--- src/sca_pkg.sv ---
// Shared types, scan codes and key tables for the scan code to ASCII queue.
// No dependencies; imported by sca_fifo and scancode_to_ascii_fifo.
package sca_pkg;

   localparam int QUEUE_DEPTH_DEF = 16;
   localparam int TABLE_LEN       = 84;
   localparam logic [7:0] NO_CHAR = 8'h80;

   // Request kind carried in tuser
   typedef enum logic {
      OP_SCAN = 1'b0,
      OP_POP  = 1'b1
   } op_type;

   // Set-1 modifier and prefix codes
   localparam logic [7:0] SC_RSHIFT_MAKE  = 8'h36;
   localparam logic [7:0] SC_LSHIFT_MAKE  = 8'h2A;
   localparam logic [7:0] SC_RSHIFT_BREAK = 8'hB6;
   localparam logic [7:0] SC_LSHIFT_BREAK = 8'hAA;
   localparam logic [7:0] SC_CTRL_MAKE    = 8'h1D;
   localparam logic [7:0] SC_CTRL_BREAK   = 8'h9D;
   localparam logic [7:0] SC_ALT_MAKE     = 8'h38;
   localparam logic [7:0] SC_ALT_BREAK    = 8'hB8;
   localparam logic [7:0] SC_CAPS_MAKE    = 8'h3A;
   localparam logic [7:0] SC_CAPS_BREAK   = 8'hBA;
   localparam logic [7:0] SC_EXT_PREFIX   = 8'hE0;

   typedef struct packed {
      logic full;
      logic empty;
      logic empty_next;
   } fifo_stat_type;

   localparam logic [7:0] TAB_PLAIN [TABLE_LEN] = '{
      8'h00, 8'h1B, 8'h31, 8'h32, 8'h33, 8'h34, 8'h35, 8'h36,
      8'h37, 8'h38, 8'h39, 8'h30, 8'h2D, 8'h3D, 8'h0D, 8'h09,
      8'h71, 8'h77, 8'h65, 8'h72, 8'h74, 8'h79, 8'h75, 8'h69,
      8'h6F, 8'h70, 8'h5B, 8'h5D, 8'h0A, 8'h80,
      8'h61, 8'h73, 8'h64, 8'h66, 8'h67, 8'h68, 8'h6A, 8'h6B,
      8'h6C, 8'h3B, 8'h2F, 8'h8C, 8'h80, 8'h86,
      8'h7A, 8'h78, 8'h63, 8'h76, 8'h62, 8'h6E, 8'h6D, 8'h2C,
      8'h2E, 8'h2F, 8'h80, 8'h2A, 8'h80, 8'h20,
      8'h80, 8'h80, 8'h80, 8'h80, 8'h80, 8'h80, 8'h80, 8'h80,
      8'h80, 8'h80, 8'h80, 8'h80,
      8'h80, 8'h80, 8'h80, 8'h80, 8'h80, 8'h80, 8'h80, 8'h80,
      8'h80, 8'h80, 8'h80, 8'h80,
      8'h30, 8'hB1
   };

   localparam logic [7:0] TAB_SHIFT [TABLE_LEN] = '{
      8'h00, 8'h21, 8'h21, 8'h40, 8'h23, 8'h24, 8'h25, 8'h5E,
      8'h26, 8'h2A, 8'h28, 8'h29, 8'h5F, 8'h2B, 8'h0D, 8'h09,
      8'h51, 8'h57, 8'h45, 8'h52, 8'h54, 8'h59, 8'h55, 8'h49,
      8'h4F, 8'h50, 8'h7B, 8'h7D, 8'h0F, 8'h80,
      8'h41, 8'h53, 8'h44, 8'h46, 8'h47, 8'h48, 8'h4A, 8'h4B,
      8'h4C, 8'h3A, 8'h2A, 8'h7E, 8'h80, 8'h7C,
      8'h5A, 8'h58, 8'h43, 8'h56, 8'h42, 8'h4E, 8'h4D, 8'h3C,
      8'h3E, 8'h3F, 8'h80, 8'h2A, 8'h80, 8'h20,
      8'h80, 8'h80, 8'h80, 8'h80, 8'h80, 8'h80, 8'h80, 8'h80,
      8'h80, 8'h80, 8'h80, 8'h80, 8'h80,
      8'h37, 8'h38, 8'h39, 8'h80, 8'h34, 8'h35, 8'h36, 8'h80,
      8'h31, 8'h32, 8'h33, 8'h30, 8'hB1
   };

   localparam logic [7:0] TAB_CAPS [TABLE_LEN] = '{
      8'h00, 8'h1B, 8'h31, 8'h32, 8'h33, 8'h34, 8'h35, 8'h36,
      8'h37, 8'h38, 8'h39, 8'h30, 8'h2D, 8'h3D, 8'h0D, 8'h09,
      8'h51, 8'h57, 8'h45, 8'h52, 8'h54, 8'h59, 8'h55, 8'h49,
      8'h4F, 8'h50, 8'h5B, 8'h5D, 8'h0A, 8'h80,
      8'h41, 8'h53, 8'h44, 8'h46, 8'h47, 8'h48, 8'h4A, 8'h4B,
      8'h4C, 8'h3B, 8'h2F, 8'h8C, 8'h80, 8'h7C,
      8'h5A, 8'h58, 8'h43, 8'h56, 8'h42, 8'h4E, 8'h4D, 8'h2C,
      8'h2E, 8'h2F, 8'h80, 8'h2A, 8'h80, 8'h20,
      8'h80, 8'h80, 8'h80, 8'h80, 8'h80, 8'h80, 8'h80, 8'h80,
      8'h80, 8'h80, 8'h80, 8'h80,
      8'h80, 8'h80, 8'h80, 8'h80, 8'h80, 8'h80, 8'h80, 8'h80,
      8'h80, 8'h80, 8'h80, 8'h80,
      8'h30, 8'hB1
   };

   localparam logic [7:0] TAB_CAPS_SHIFT [TABLE_LEN] = '{
      8'h00, 8'h1B, 8'h21, 8'h40, 8'h23, 8'h24, 8'h25, 8'h5E,
      8'h26, 8'h2A, 8'h28, 8'h29, 8'h5F, 8'h2B, 8'h0D, 8'h09,
      8'h71, 8'h77, 8'h65, 8'h72, 8'h74, 8'h79, 8'h75, 8'h69,
      8'h6F, 8'h70, 8'h7B, 8'h7D, 8'h0D, 8'h80,
      8'h61, 8'h73, 8'h64, 8'h66, 8'h67, 8'h68, 8'h6A, 8'h6B,
      8'h6C, 8'h3A, 8'h2A, 8'h7E, 8'h80, 8'h86,
      8'h7A, 8'h78, 8'h63, 8'h76, 8'h62, 8'h6E, 8'h6D, 8'h3C,
      8'h3E, 8'h3F, 8'h80, 8'h2A, 8'h80, 8'h20,
      8'h80, 8'h80, 8'h80, 8'h80, 8'h80, 8'h80, 8'h80, 8'h80,
      8'h80, 8'h80, 8'h80, 8'h80, 8'h80,
      8'h37, 8'h38, 8'h39, 8'h80, 8'h34, 8'h35, 8'h36, 8'h80,
      8'h31, 8'h32, 8'h33, 8'h30, 8'hB1
   };

   // Make code to character; codes past the table end give NO_CHAR
   function automatic logic [7:0] key_lookup(input logic shift, input logic caps,
                                             input logic [6:0] code);
      logic [7:0] ch;
      if (code >= 7'(TABLE_LEN)) begin
         ch = NO_CHAR;
      end else if (shift) begin
         ch = caps ? TAB_CAPS_SHIFT[code] : TAB_SHIFT[code];
      end else begin
         ch = caps ? TAB_CAPS[code] : TAB_PLAIN[code];
      end
      return ch;
   endfunction

endpackage

--- src/sca_fifo.sv ---
// Character queue: storage array, read/write pointers and fill count.
// Depends on sca_pkg for the status struct.
module sca_fifo
   import sca_pkg::*;
#(
   parameter int DEPTH = QUEUE_DEPTH_DEF
) (
   input  logic          clock,
   input  logic          reset,
   input  logic          push,       // qualified: not full
   input  logic          pop,        // qualified: not empty
   input  logic [7:0]    push_data,
   output logic [7:0]    pop_data,   // registered, updates on pop
   output fifo_stat_type stat
);

   localparam int PTR_W = (DEPTH > 1) ? $clog2(DEPTH) : 1;
   localparam int CNT_W = $clog2(DEPTH + 1);

   logic [7:0]       store [DEPTH];
   logic [PTR_W-1:0] wr_ptr_ff, wr_ptr_in;
   logic [PTR_W-1:0] rd_ptr_ff, rd_ptr_in;
   logic [CNT_W-1:0] count_ff, count_in;
   logic [7:0]       pop_data_ff;

   always_comb begin
      wr_ptr_in = wr_ptr_ff;
      rd_ptr_in = rd_ptr_ff;
      count_in  = count_ff;
      if (push) begin
         wr_ptr_in = (wr_ptr_ff == PTR_W'(DEPTH - 1)) ? '0 : wr_ptr_ff + 1'b1;
         count_in  = count_ff + 1'b1;
      end else if (pop) begin
         rd_ptr_in = (rd_ptr_ff == PTR_W'(DEPTH - 1)) ? '0 : rd_ptr_ff + 1'b1;
         count_in  = count_ff - 1'b1;
      end
   end

   always_ff @(posedge clock) begin
      if (reset) begin
         wr_ptr_ff <= '0;
         rd_ptr_ff <= '0;
         count_ff  <= '0;
      end else begin
         wr_ptr_ff <= wr_ptr_in;
         rd_ptr_ff <= rd_ptr_in;
         count_ff  <= count_in;
      end
   end

   always_ff @(posedge clock) begin
      if (push) begin
         store[wr_ptr_ff] <= push_data;
      end
   end

   // A pop never meets a same-cycle write to its entry: the queue is not empty
   always_ff @(posedge clock) begin
      if (pop) begin
         pop_data_ff <= store[rd_ptr_ff];
      end
   end

   assign pop_data        = pop_data_ff;
   assign stat.full       = (count_ff == CNT_W'(DEPTH));
   assign stat.empty      = (count_ff == '0);
   assign stat.empty_next = (count_in == '0);

endmodule

--- src/scancode_to_ascii_fifo.sv ---
// Top level: set-1 scan code decoder with modifier tracking and character queue.
// Depends on sca_pkg and sca_fifo.
//
//   channel | dir | tdata                       | tuser
//   --------+-----+-----------------------------+-----------------
//   req_    | in  | scan_code                   | op (0 scan, 1 pop)
//   rsp_    | out | char, flags, modifier state | char_valid
//
// One request per cycle sustained while rsp_tready is high; each result passes
// through the input register, then the result register. The loops are the
// modifier flags and the queue pointer/count update.
// Reset clears the modifiers, pointers and valids; the queue storage is not cleared.
// rsp_tready low holds the result; one further request is still taken into
// the input register before req_tready drops.
module scancode_to_ascii_fifo
   import sca_pkg::*;
#(
   parameter int QUEUE_DEPTH = QUEUE_DEPTH_DEF
) (
   input  logic        clock,
   input  logic        reset,
   input  logic        req_tvalid,
   output logic        req_tready,
   input  logic [7:0]  req_tdata,   // [7:0] scan_code
   input  logic        req_tuser,   // [0] op
   output logic        rsp_tvalid,
   input  logic        rsp_tready,
   // [7:0] char_out, [8] queue_empty, [9] overflow, [10] underflow,
   // [11] shift_state, [12] ctrl_state, [13] alt_state, [14] caps_state, [15] zero
   output logic [15:0] rsp_tdata,
   output logic        rsp_tuser    // [0] char_valid
);

   // input register
   logic       in_vld_ff;
   op_type     in_op_ff;
   logic [7:0] in_code_ff;

   // modifier state
   logic shift_ff, shift_in;
   logic ctrl_ff, ctrl_in;
   logic alt_ff, alt_in;
   logic caps_ff, caps_in;
   logic rearm_ff, rearm_in;

   // result register
   logic rsp_vld_ff;
   logic char_vld_ff, empty_ff, ovf_ff, unf_ff;
   logic r_shift_ff, r_ctrl_ff, r_alt_ff, r_caps_ff;

   logic          advance;
   logic          consumed;
   logic          want_push, want_pop;
   logic          do_push, do_pop;
   logic [7:0]    push_char;
   logic [7:0]    pop_data;
   fifo_stat_type fstat;

   assign advance    = in_vld_ff && (!rsp_vld_ff || rsp_tready);
   assign req_tready = !in_vld_ff || advance;

   always_ff @(posedge clock) begin
      if (reset) begin
         in_vld_ff <= 1'b0;
      end else if (req_tready) begin
         in_vld_ff <= req_tvalid;
      end
   end

   always_ff @(posedge clock) begin
      if (req_tready && req_tvalid) begin
         in_op_ff   <= op_type'(req_tuser);
         in_code_ff <= req_tdata;
      end
   end

   always_comb begin
      shift_in = shift_ff;
      ctrl_in  = ctrl_ff;
      alt_in   = alt_ff;
      caps_in  = caps_ff;
      rearm_in = rearm_ff;
      consumed = 1'b1;
      if (in_op_ff == OP_SCAN) begin
         unique case (in_code_ff)
            SC_RSHIFT_MAKE, SC_LSHIFT_MAKE:   shift_in = 1'b1;
            SC_RSHIFT_BREAK, SC_LSHIFT_BREAK: shift_in = 1'b0;
            SC_CTRL_MAKE:                     ctrl_in  = 1'b1;
            SC_CTRL_BREAK:                    ctrl_in  = 1'b0;
            SC_ALT_MAKE:                      alt_in   = 1'b1;
            SC_ALT_BREAK:                     alt_in   = 1'b0;
            SC_CAPS_MAKE: begin
               // toggle only once per press/release cycle
               if (rearm_ff) begin
                  caps_in  = !caps_ff;
                  rearm_in = 1'b0;
               end
            end
            SC_CAPS_BREAK:                    rearm_in = 1'b1;
            SC_EXT_PREFIX:                    ;
            default:                          consumed = 1'b0;
         endcase
      end
   end

   assign want_push = (in_op_ff == OP_SCAN) && !consumed && !in_code_ff[7];
   assign want_pop  = (in_op_ff == OP_POP);
   assign do_push   = advance && want_push && !fstat.full;
   assign do_pop    = advance && want_pop && !fstat.empty;
   assign push_char = key_lookup(shift_ff, caps_ff, in_code_ff[6:0]);

   sca_fifo #(
      .DEPTH (QUEUE_DEPTH)
   ) u_fifo (
      .clock     (clock),
      .reset     (reset),
      .push      (do_push),
      .pop       (do_pop),
      .push_data (push_char),
      .pop_data  (pop_data),
      .stat      (fstat)
   );

   always_ff @(posedge clock) begin
      if (reset) begin
         shift_ff <= 1'b0;
         ctrl_ff  <= 1'b0;
         alt_ff   <= 1'b0;
         caps_ff  <= 1'b0;
         rearm_ff <= 1'b1;
      end else if (advance) begin
         shift_ff <= shift_in;
         ctrl_ff  <= ctrl_in;
         alt_ff   <= alt_in;
         caps_ff  <= caps_in;
         rearm_ff <= rearm_in;
      end
   end

   always_ff @(posedge clock) begin
      if (reset) begin
         rsp_vld_ff <= 1'b0;
      end else if (advance) begin
         rsp_vld_ff <= 1'b1;
      end else if (rsp_tready) begin
         rsp_vld_ff <= 1'b0;
      end
   end

   always_ff @(posedge clock) begin
      if (advance) begin
         char_vld_ff <= do_pop;
         empty_ff    <= fstat.empty_next;
         ovf_ff      <= want_push && fstat.full;
         unf_ff      <= want_pop && fstat.empty;
         r_shift_ff  <= shift_in;
         r_ctrl_ff   <= ctrl_in;
         r_alt_ff    <= alt_in;
         r_caps_ff   <= caps_in;
      end
   end

   assign rsp_tvalid = rsp_vld_ff;
   assign rsp_tuser  = char_vld_ff;
   assign rsp_tdata  = {1'b0, r_caps_ff, r_alt_ff, r_ctrl_ff, r_shift_ff,
                        unf_ff, ovf_ff, empty_ff,
                        (char_vld_ff ? pop_data : 8'h00)};

endmodule
--- config.mk ---
export PLATFORM = sky130hd
export DESIGN_NAME = scancode_to_ascii_fifo
export DESIGN_NICKNAME = d
export VERILOG_FILES = /design/src/sca_pkg.sv /design/src/sca_fifo.sv /design/src/scancode_to_ascii_fifo.sv
export SDC_FILE = /design/constraint.sdc
export NUM_CORES = 1
export LEC_CHECK = 0
export BUFFER_PORTS_ARGS = -buffer_cell sky130_fd_sc_hd__buf_4
export CAP_MARGIN = 20
export CELL_PAD_IN_SITES_DETAIL_PLACEMENT = 0
export CELL_PAD_IN_SITES_GLOBAL_PLACEMENT = 2
export CORE_MARGIN = 5
export CORE_UTILIZATION = 44
export DETAILED_ROUTE_END_ITERATION = 10
export PLACE_DENSITY = 0.81
export SKIP_CTS_REPAIR_TIMING = 1
export SYNTH_ARGS = -nofsm -noshare
export SYNTH_HDL_FRONTEND = slang
export SYNTH_HIERARCHICAL = 1
export SYNTH_SLANG_ARGS = --single-unit
--- constraint.sdc ---
create_clock -name clock -period 3.3 [get_ports clock]
set_input_delay 0.33 -clock clock [delete_from_list [all_inputs] [get_ports clock]]
set_output_delay 0.33 -clock clock [all_outputs]
set_load 0.03 [all_outputs]
# Word level (Yosys, flattened, before mapping)
# Memory sizes are Yosys's and may differ from the RTL's. A register that Yosys moved wholly into a read port is not among the register bits.
# Index checks and enable logic that the tools add are counted.
[word_totals] reg_bits=37 latch_bits=0 ramBits=128 romBits=4096 in_bits=13 output_inout_bits=19 wordCells=109 mem_count=5
[mem_list] memory="(no name shown)" depth=128 word_bits=8 rd=1 rd_ports_with_merged_regs=0 write_ports=0 line_no="sca_pkg.sv:105" source="ch = caps ? TAB_CAPS[code] : TAB_PLAIN[code];"
[mem_list] memory="(no name shown)" depth=128 word_bits=8 rd=1 rd_ports_with_merged_regs=0 write_ports=0 line_no="sca_pkg.sv:105"
[mem_list] memory="(no name shown)" depth=128 word_bits=8 rd=1 rd_ports_with_merged_regs=0 write_ports=0 line_no="sca_pkg.sv:103" source="ch = caps ? TAB_CAPS_SHIFT[code] : TAB_SHIFT[code];"
[mem_list] memory="(no name shown)" depth=128 word_bits=8 rd=1 rd_ports_with_merged_regs=0 write_ports=0 line_no="sca_pkg.sv:103"
[mem_list] memory="u_fifo.store" depth=16 word_bits=8 rd=1 rd_ports_with_merged_regs=1 write_ports=1 line_no="sca_fifo.sv:20" source="logic [7:0] store [DEPTH];"
[op_classes] addsub=4 n_mul=0 div=0 n_lt_le_gt_ge=2 n_eq_ne=14 shifts=0 n_mux=33 bitwise=3 n_reduce_logical=28
[ops] operator="two-way mux 8 bit" count=13
[ops] operator="== test 8 bit (second input constant)" count=6
[ops] operator="== test 8 x 6 -> 1 bit (second input constant)" count=4
[ops] operator="two-way mux 1 bit" count=12
[ops] operator="OR reduction 11 bit" count=1
[ops] operator="logical AND 1 bit" count=10
[ops] operator="logical NOT 5 bit" count=2
[ops] operator="two-way mux 5 bit" count=2
[ops] operator="adder 4 x 1 -> 4 bit (second input constant)" count=2
[ops] operator="== test 4 bit (second input constant)" count=2
[ops] operator="== test 8 x 5 -> 1 bit (second input constant)" count=1
[ops] operator="greater-or-equal comparator 8 bit (second input constant)" count=1
[ops] operator="two-way mux 4 bit" count=2
[ops] operator="NOT 7 -> 8 bit" count=1
[ops] operator="one-hot mux 1 bit (2 select lines)" count=4
[ops] operator="greater-or-equal comparator 7 bit (second input constant)" count=1
[ops] operator="logical NOT 1 bit" count=7
[ops] operator="adder 5 x 1 -> 5 bit (second input constant)" count=1
[ops] operator="== test 5 bit (second input constant)" count=1
[ops] operator="subtractor 5 x 1 -> 5 bit (second input constant)" count=1
[ops] operator="nonzero test 2 bit" count=2
[ops] operator="OR reduction 2 bit" count=2
[ops] operator="AND reduction 3 bit" count=1
[ops] operator="logical OR 1 bit" count=2
[ops] operator="other kinds (2)" count=3

# Longest topological paths before layout
[depth] ltp_word=11 ltp_mapped=13 mapped_depth_nobuf=11

# Hierarchy
# The synthesis kept the hierarchy.
[modules_own_cells] module="sca_fifo" n_inst=1 cells_each=314 area_each_um2=5950.7 seq_area_each_um2=4344.2
[modules_own_cells] module="scancode_to_ascii_fifo" n_inst=1 cells_each=365 area_each_um2=2815.2 seq_area_each_um2=650.6

# Least setup slack after synthesis
# Ideal clock, no wire load.
[synth_timing] kind="register -> register" startpoint="register in_code_ff[1]" endpoint="memory u_fifo.store[7][0] (enable)" setup_ns=0.332 arrival_ns=2.718 t_required_ns=2.968 setup_slack_ns=0.251 stages_incl_launch_ff=14 path_buffers=3 synth_period_minus_slack_ns=3.049 cell_sequence="edfxtp_1 > buf_1 > inv_1 > ha_1 > nand2_1 > nor4_2 > nor3_1 > nand2_1 > nor3_1 > buf_2 > clkbuf_1 > nand2_1 > nor2_1 > and2_1"
[synth_between] elab_chain_len=11 elab_cells_between_ends=21 classes_between="eq/ne (11); mux (4); reduce/logical (6)"
[synth_rtl] item="from (decl)" line_no="scancode_to_ascii_fifo.sv:37" source="logic [7:0] in_code_ff;"
[synth_rtl] item="from (signal assigned)" line_no="scancode_to_ascii_fifo.sv:73" source="in_code_ff <= req_tdata;"
[synth_rtl] item="== test 8 x 6 -> 1 bit, or another cell as far along" line_no="scancode_to_ascii_fifo.sv:85" source="unique case (in_code_ff)"
[synth_rtl] item="OR reduction 11 bit (no source line) *"
[synth_rtl] item="two-way mux 1 bit *" line_no="scancode_to_ascii_fifo.sv:85"
[synth_rtl] item="two-way mux 1 bit *" line_no="scancode_to_ascii_fifo.sv:84" source="if (in_op_ff == OP_SCAN) begin"
[synth_rtl] item="logical NOT 1 bit *" line_no="scancode_to_ascii_fifo.sv:106" source="assign want_push = (in_op_ff == OP_SCAN) && !consumed && !in_code_ff[7];"
[synth_rtl] item="logical AND 1 bit * (2 in series)" line_no="scancode_to_ascii_fifo.sv:106"
[synth_rtl] item="logical AND 1 bit * (2 in series)" line_no="scancode_to_ascii_fifo.sv:108" source="assign do_push = advance && want_push && !fstat.full;"
[synth_rtl] item="via do_push" line_no="scancode_to_ascii_fifo.sv:54" source="logic do_push, do_pop;"
[synth_rtl] item="two-way mux 1 bit *" line_no="sca_fifo.sv:52" source="if (push) begin"
[synth_rtl] item="two-way mux 1 bit (not written as such) *" line_no="sca_fifo.sv:53" source="store[wr_ptr_ff] <= push_data;"
[synth_rtl] item="to (decl)" line_no="sca_fifo.sv:20"
# Mark *: on every way through the listed nets, which the timed path passes. The rest lies on a longest branch.

# Worst setup path after layout
[layout_timing] startpoint="register in_code_ff[1]" endpoint="memory u_fifo.store[14][0] (data pin)"
[layout_between] elab_chain_len=7 elab_cells_between_ends=18 classes_between="order compare (1); mux (12); bitwise (1); memory (4)"
[layout_rtl] item="NOT 7 -> 8 bit (not written as such)" line_no="sca_pkg.sv:103, sca_pkg.sv:105"
[layout_rtl] item="memory (128 x 8 bit), on equally long branches"
[layout_rtl] item="two-way mux 8 bit, on equally long branches (3 in series)" line_no="sca_pkg.sv:105, sca_pkg.sv:103"
[layout_rtl] item="two-way mux 8 bit" line_no="sca_pkg.sv:102" source="end else if (shift) begin"
[layout_rtl] item="two-way mux 8 bit *" line_no="sca_pkg.sv:100" source="if (code >= 7'(TABLE_LEN)) begin"
[layout_rtl] item="via push_char[0]" line_no="scancode_to_ascii_fifo.sv:55" source="logic [7:0] push_char;"
# Mark *: on every way through the listed nets, which the timed path passes. The rest lies on a longest branch. The select of a mux whose other input is x is not followed.

==> metrics.txt <==
run status completed; initial detailed-routing violation count 602; io pins 32; number of H-tree levels 4; Die H 151.1 um; number of cell rows 51; Synth Cell Area 8766 sq um; class of the most critical hold timing path in -> reg; detailed placement HPWL 14,620 um; depth of the worst register-to-register path 7; startpoint of the most critical hold path req_tdata[0]; total nets after synthesis 713; synthesis-to-layout area growth 12.95%; highest clock frequency the design can meet 0.3341 GHz; most used flip-flop cell after synthesis edfxtp_1; Initial Util 44.89%; DRC violation count after routing 0; average instance area after synthesis 12.91 sq um; library cell occupying the most area in the post-synthesis netlist edfxtp_1; setup TNS 0 ns; TritonCTS clock tree built; per-cell via count in the routed design 5.942; setup repair after global routing missed its margin false; required time worst endpoint 3.37 ns; startpoint type of the worst setup path flop; largest net degree at the start of global routing 37; Min Clock Period, post-route 2.993 ns; Async S/R FF share, synth 0%; post-route fraction of the period consumed by the critical path 90.71%; endpoint type of the worst setup path flop; final core occ 50.70%; count of TritonRoute iterations in the first routing pass 5; number of nets in the layout 749; maximum clock insertion buffer count 2; tightest slew margin relative to the limit 29.14%; total detailed-routing wirelength 21,530 um; number of flops mapped to enable cells by yosys 153; cell count after synthesis 679; share of the synthesized area in the top cell type 52.41%; area inside the core boundary 19,530 sq um; cell at the root of the clock tree clkbuf_16; residual overflow from global routing 0; Die X-Extent 151.1 um; class of the most critical setup path reg -> reg; count of port buffers added during placement 30; IR Drop Worst-Case VDD 0.0003697 V; total global-route track usage 19.58%; number of fill cells 1,701; initial antenna violation count 0; Power Density 474.3 nW/um^2; post-synthesis sequential area ratio 56.98%; Leakage Power 3.330 nW; Setup Viol. Count Final 0; Worst Max-Slew Pin Slew 1.059 ns; Clock Sink Count 173; setup slack, reg-to-reg 0.31 ns; clock insertion delay at the later pin of the skew report 0.42 ns; number of pins with negative max-slew slack in the final report 0; total number of vias 5,894; total clock buffers created by CTS 17; Crit Reg-Reg Endpoint u_fifo/store[14][0]$_DFFE_PP_; top cells by area in the synthesized netlist edfxtp_1, mux4_1, dfxtp_1, mux4_2, ha_1; worst r2r src in_code_ff[1]$_DFFE_PP_; library cells used by synthesis 75; clock transition time at the flip-flop clock pins of the worst setup and hold paths 0.06 ns; number of violations of the max-capacitance limit 0; data arrival time of the critical path 3.07 ns; share of layout cells above drive strength 1 17.74%; count of yosys warnings during synthesis 6; worst clock skew 0.007321 ns; post-synthesis register bit count 173; average wire per cell in the routed design 21.70 um; number of cells on the worst hold path 1; crit path max fanout 16; number of routed nets with antenna violations 0; global-route wire length before repair 33,360 um; hold-critical path endpoint in_code_ff[0]$_DFFE_PP_; Die Outline Area 22,840 sq um; gpl congestion 0.9431; vias in the first global route 5,759; endpoints failing hold 0; antenna cells 0
cells in the mapped netlist, drive strengths merged, types with 7 or more instances:
cell type and count:
o21ai 31, a21oi 34, buf 38, nor3 18
nand2 49, edfxtp 153, dfxtp 20, a31oi 10
nand2b 12, clkbuf 16, nor2b 15, ha 21
inv 17, mux4 33, mux2i 13, nor2 40
a22oi 20, and2 28, nand3 7
worst max-delay path: stages, from the launching register on:
cell	delay [ns]
edfxtp_1	0.41
inv_1	0.18
ha_1	0.35
and2b_1	0.29
o21ai_0	0.13
a221oi_1	0.30
o211ai_1	0.15
nor2_1	0.82
metrics by stage:
stage	hold WS (ns)	setup slack, ns	power (mW)	cell area, sq um	std cells
floorplan	0.3991	0.2507	2.769	8766	679
global placement	0.4787	0.3030	2.915	9338	960
detailed placement	0.4867	0.2165	2.919	9338	960
CTS	0.05627	0.1879	4.729	9879	991
global route	0.05036	0.1454	4.881	9901	992
finish	0.07772	0.3067	4.696	9901	992
layout by cell type, fill, tap and decap left out, drive strengths merged, types with 5 or more instances in the layout:
| master | instances |
|---|---|
| nand2 | 49 |
| a211oi | 6 |
| ha | 21 |
| o21ai | 31 |
| clkinvlp | 5 |
| dfxtp | 20 |
| inv | 20 |
| nor4 | 5 |
| a21oi | 34 |
| nand3 | 7 |
| buf | 71 |
| clkinv | 8 |
| nor2b | 15 |
| mux2i | 13 |
| nor2 | 40 |
| mux4 | 33 |
| xnor2 | 5 |
| and2 | 28 |
| a22oi | 20 |
| edfxtp | 153 |
| nor3 | 18 |
| xor2 | 5 |
| a31oi | 10 |
| nor3b | 5 |
| nand2b | 12 |
| o211ai | 6 |
| clkbuf | 17 |
power by group:
group          internal, mW  leakage [nW]  total [mW]  switching (mW)
clock                 0.970         0.248        1.81           0.844
combinational         0.158          1.53       0.440           0.282
sequential             2.42          1.55        2.44          0.0189
total                  3.55          3.33        4.70            1.14
how the worst max path moves through the flow:
stage | from | end | slack (ns) | depth (start not counted)
final | in_code_ff[1]$_DFFE_PP_ | u_fifo/store[14][0]$_DFFE_PP_ | 0.31 | 7
after floorplan | in_code_ff[1]$_DFFE_PP_ | u_fifo/store[7][0]$_DFFE_PP_ | 0.25 | 13
after CTS | in_code_ff[0]$_DFFE_PP_ | u_fifo/store[9][5]$_DFFE_PP_ | 0.19 | 7
after global placement | in_code_ff[0]$_DFFE_PP_ | u_fifo/store[5][5]$_DFFE_PP_ | 0.30 | 7
after global routing | in_code_ff[1]$_DFFE_PP_ | u_fifo/store[0][0]$_DFFE_PP_ | 0.15 | 7
after detailed placement | in_code_ff[0]$_DFFE_PP_ | u_fifo/store[12][5]$_DFFE_PP_ | 0.22 | 7
flip-flops by register name, summed over array words and instances, names as in the netlist, 4 cells and up:
name	cells
u_fifo/rd_ptr_ff	4
u_fifo/pop_data	8
u_fifo/store	128
u_fifo/wr_ptr_ff	4
u_fifo/count_ff	5
in_code_ff	8
logic make-up (layout without fill, tap and decap cells):
kind of cell,after synthesis,in the layout,synth area share (%)
flip-flops,173,173,56.98
adder cells (fa/ha/maj),21,21,2.997
XOR/XNOR,10,10,0.9991
AND/OR/NAND/NOR,200,200,11.85
other,1,1,0.04278
buffers and inverters,73,121,4.368
multiplexers,47,47,10.82
AO/OA/AOI/OAI,154,154,11.95
per-layer routing:
metal / global-route usage (%) / routed length, um / vias up
li1: - / - / 2690
met3: 4.698 / 1301 / 32
met4: 5.848 / 361 / 0
met5: 0 / 0 / -
met2: 30.77 / 10190 / 246
met1: 27.20 / 9681 / 2926
area by class of cell:
type | instances | area (sq um) | share of cell area [%]
inverter | 19 | 73.82 | 0.7456
timing repair buffer | 71 | 533.0 | 5.384
sequential | 173 | 4996 | 50.46
multi-input combinational | 433 | 3425 | 34.59
clock inverter | 14 | 116.4 | 1.175
tap | 265 | 331.6 | 3.349
clock buffer | 17 | 425.4 | 4.297
No activity file was read; power rests on OpenSTA's default activity.
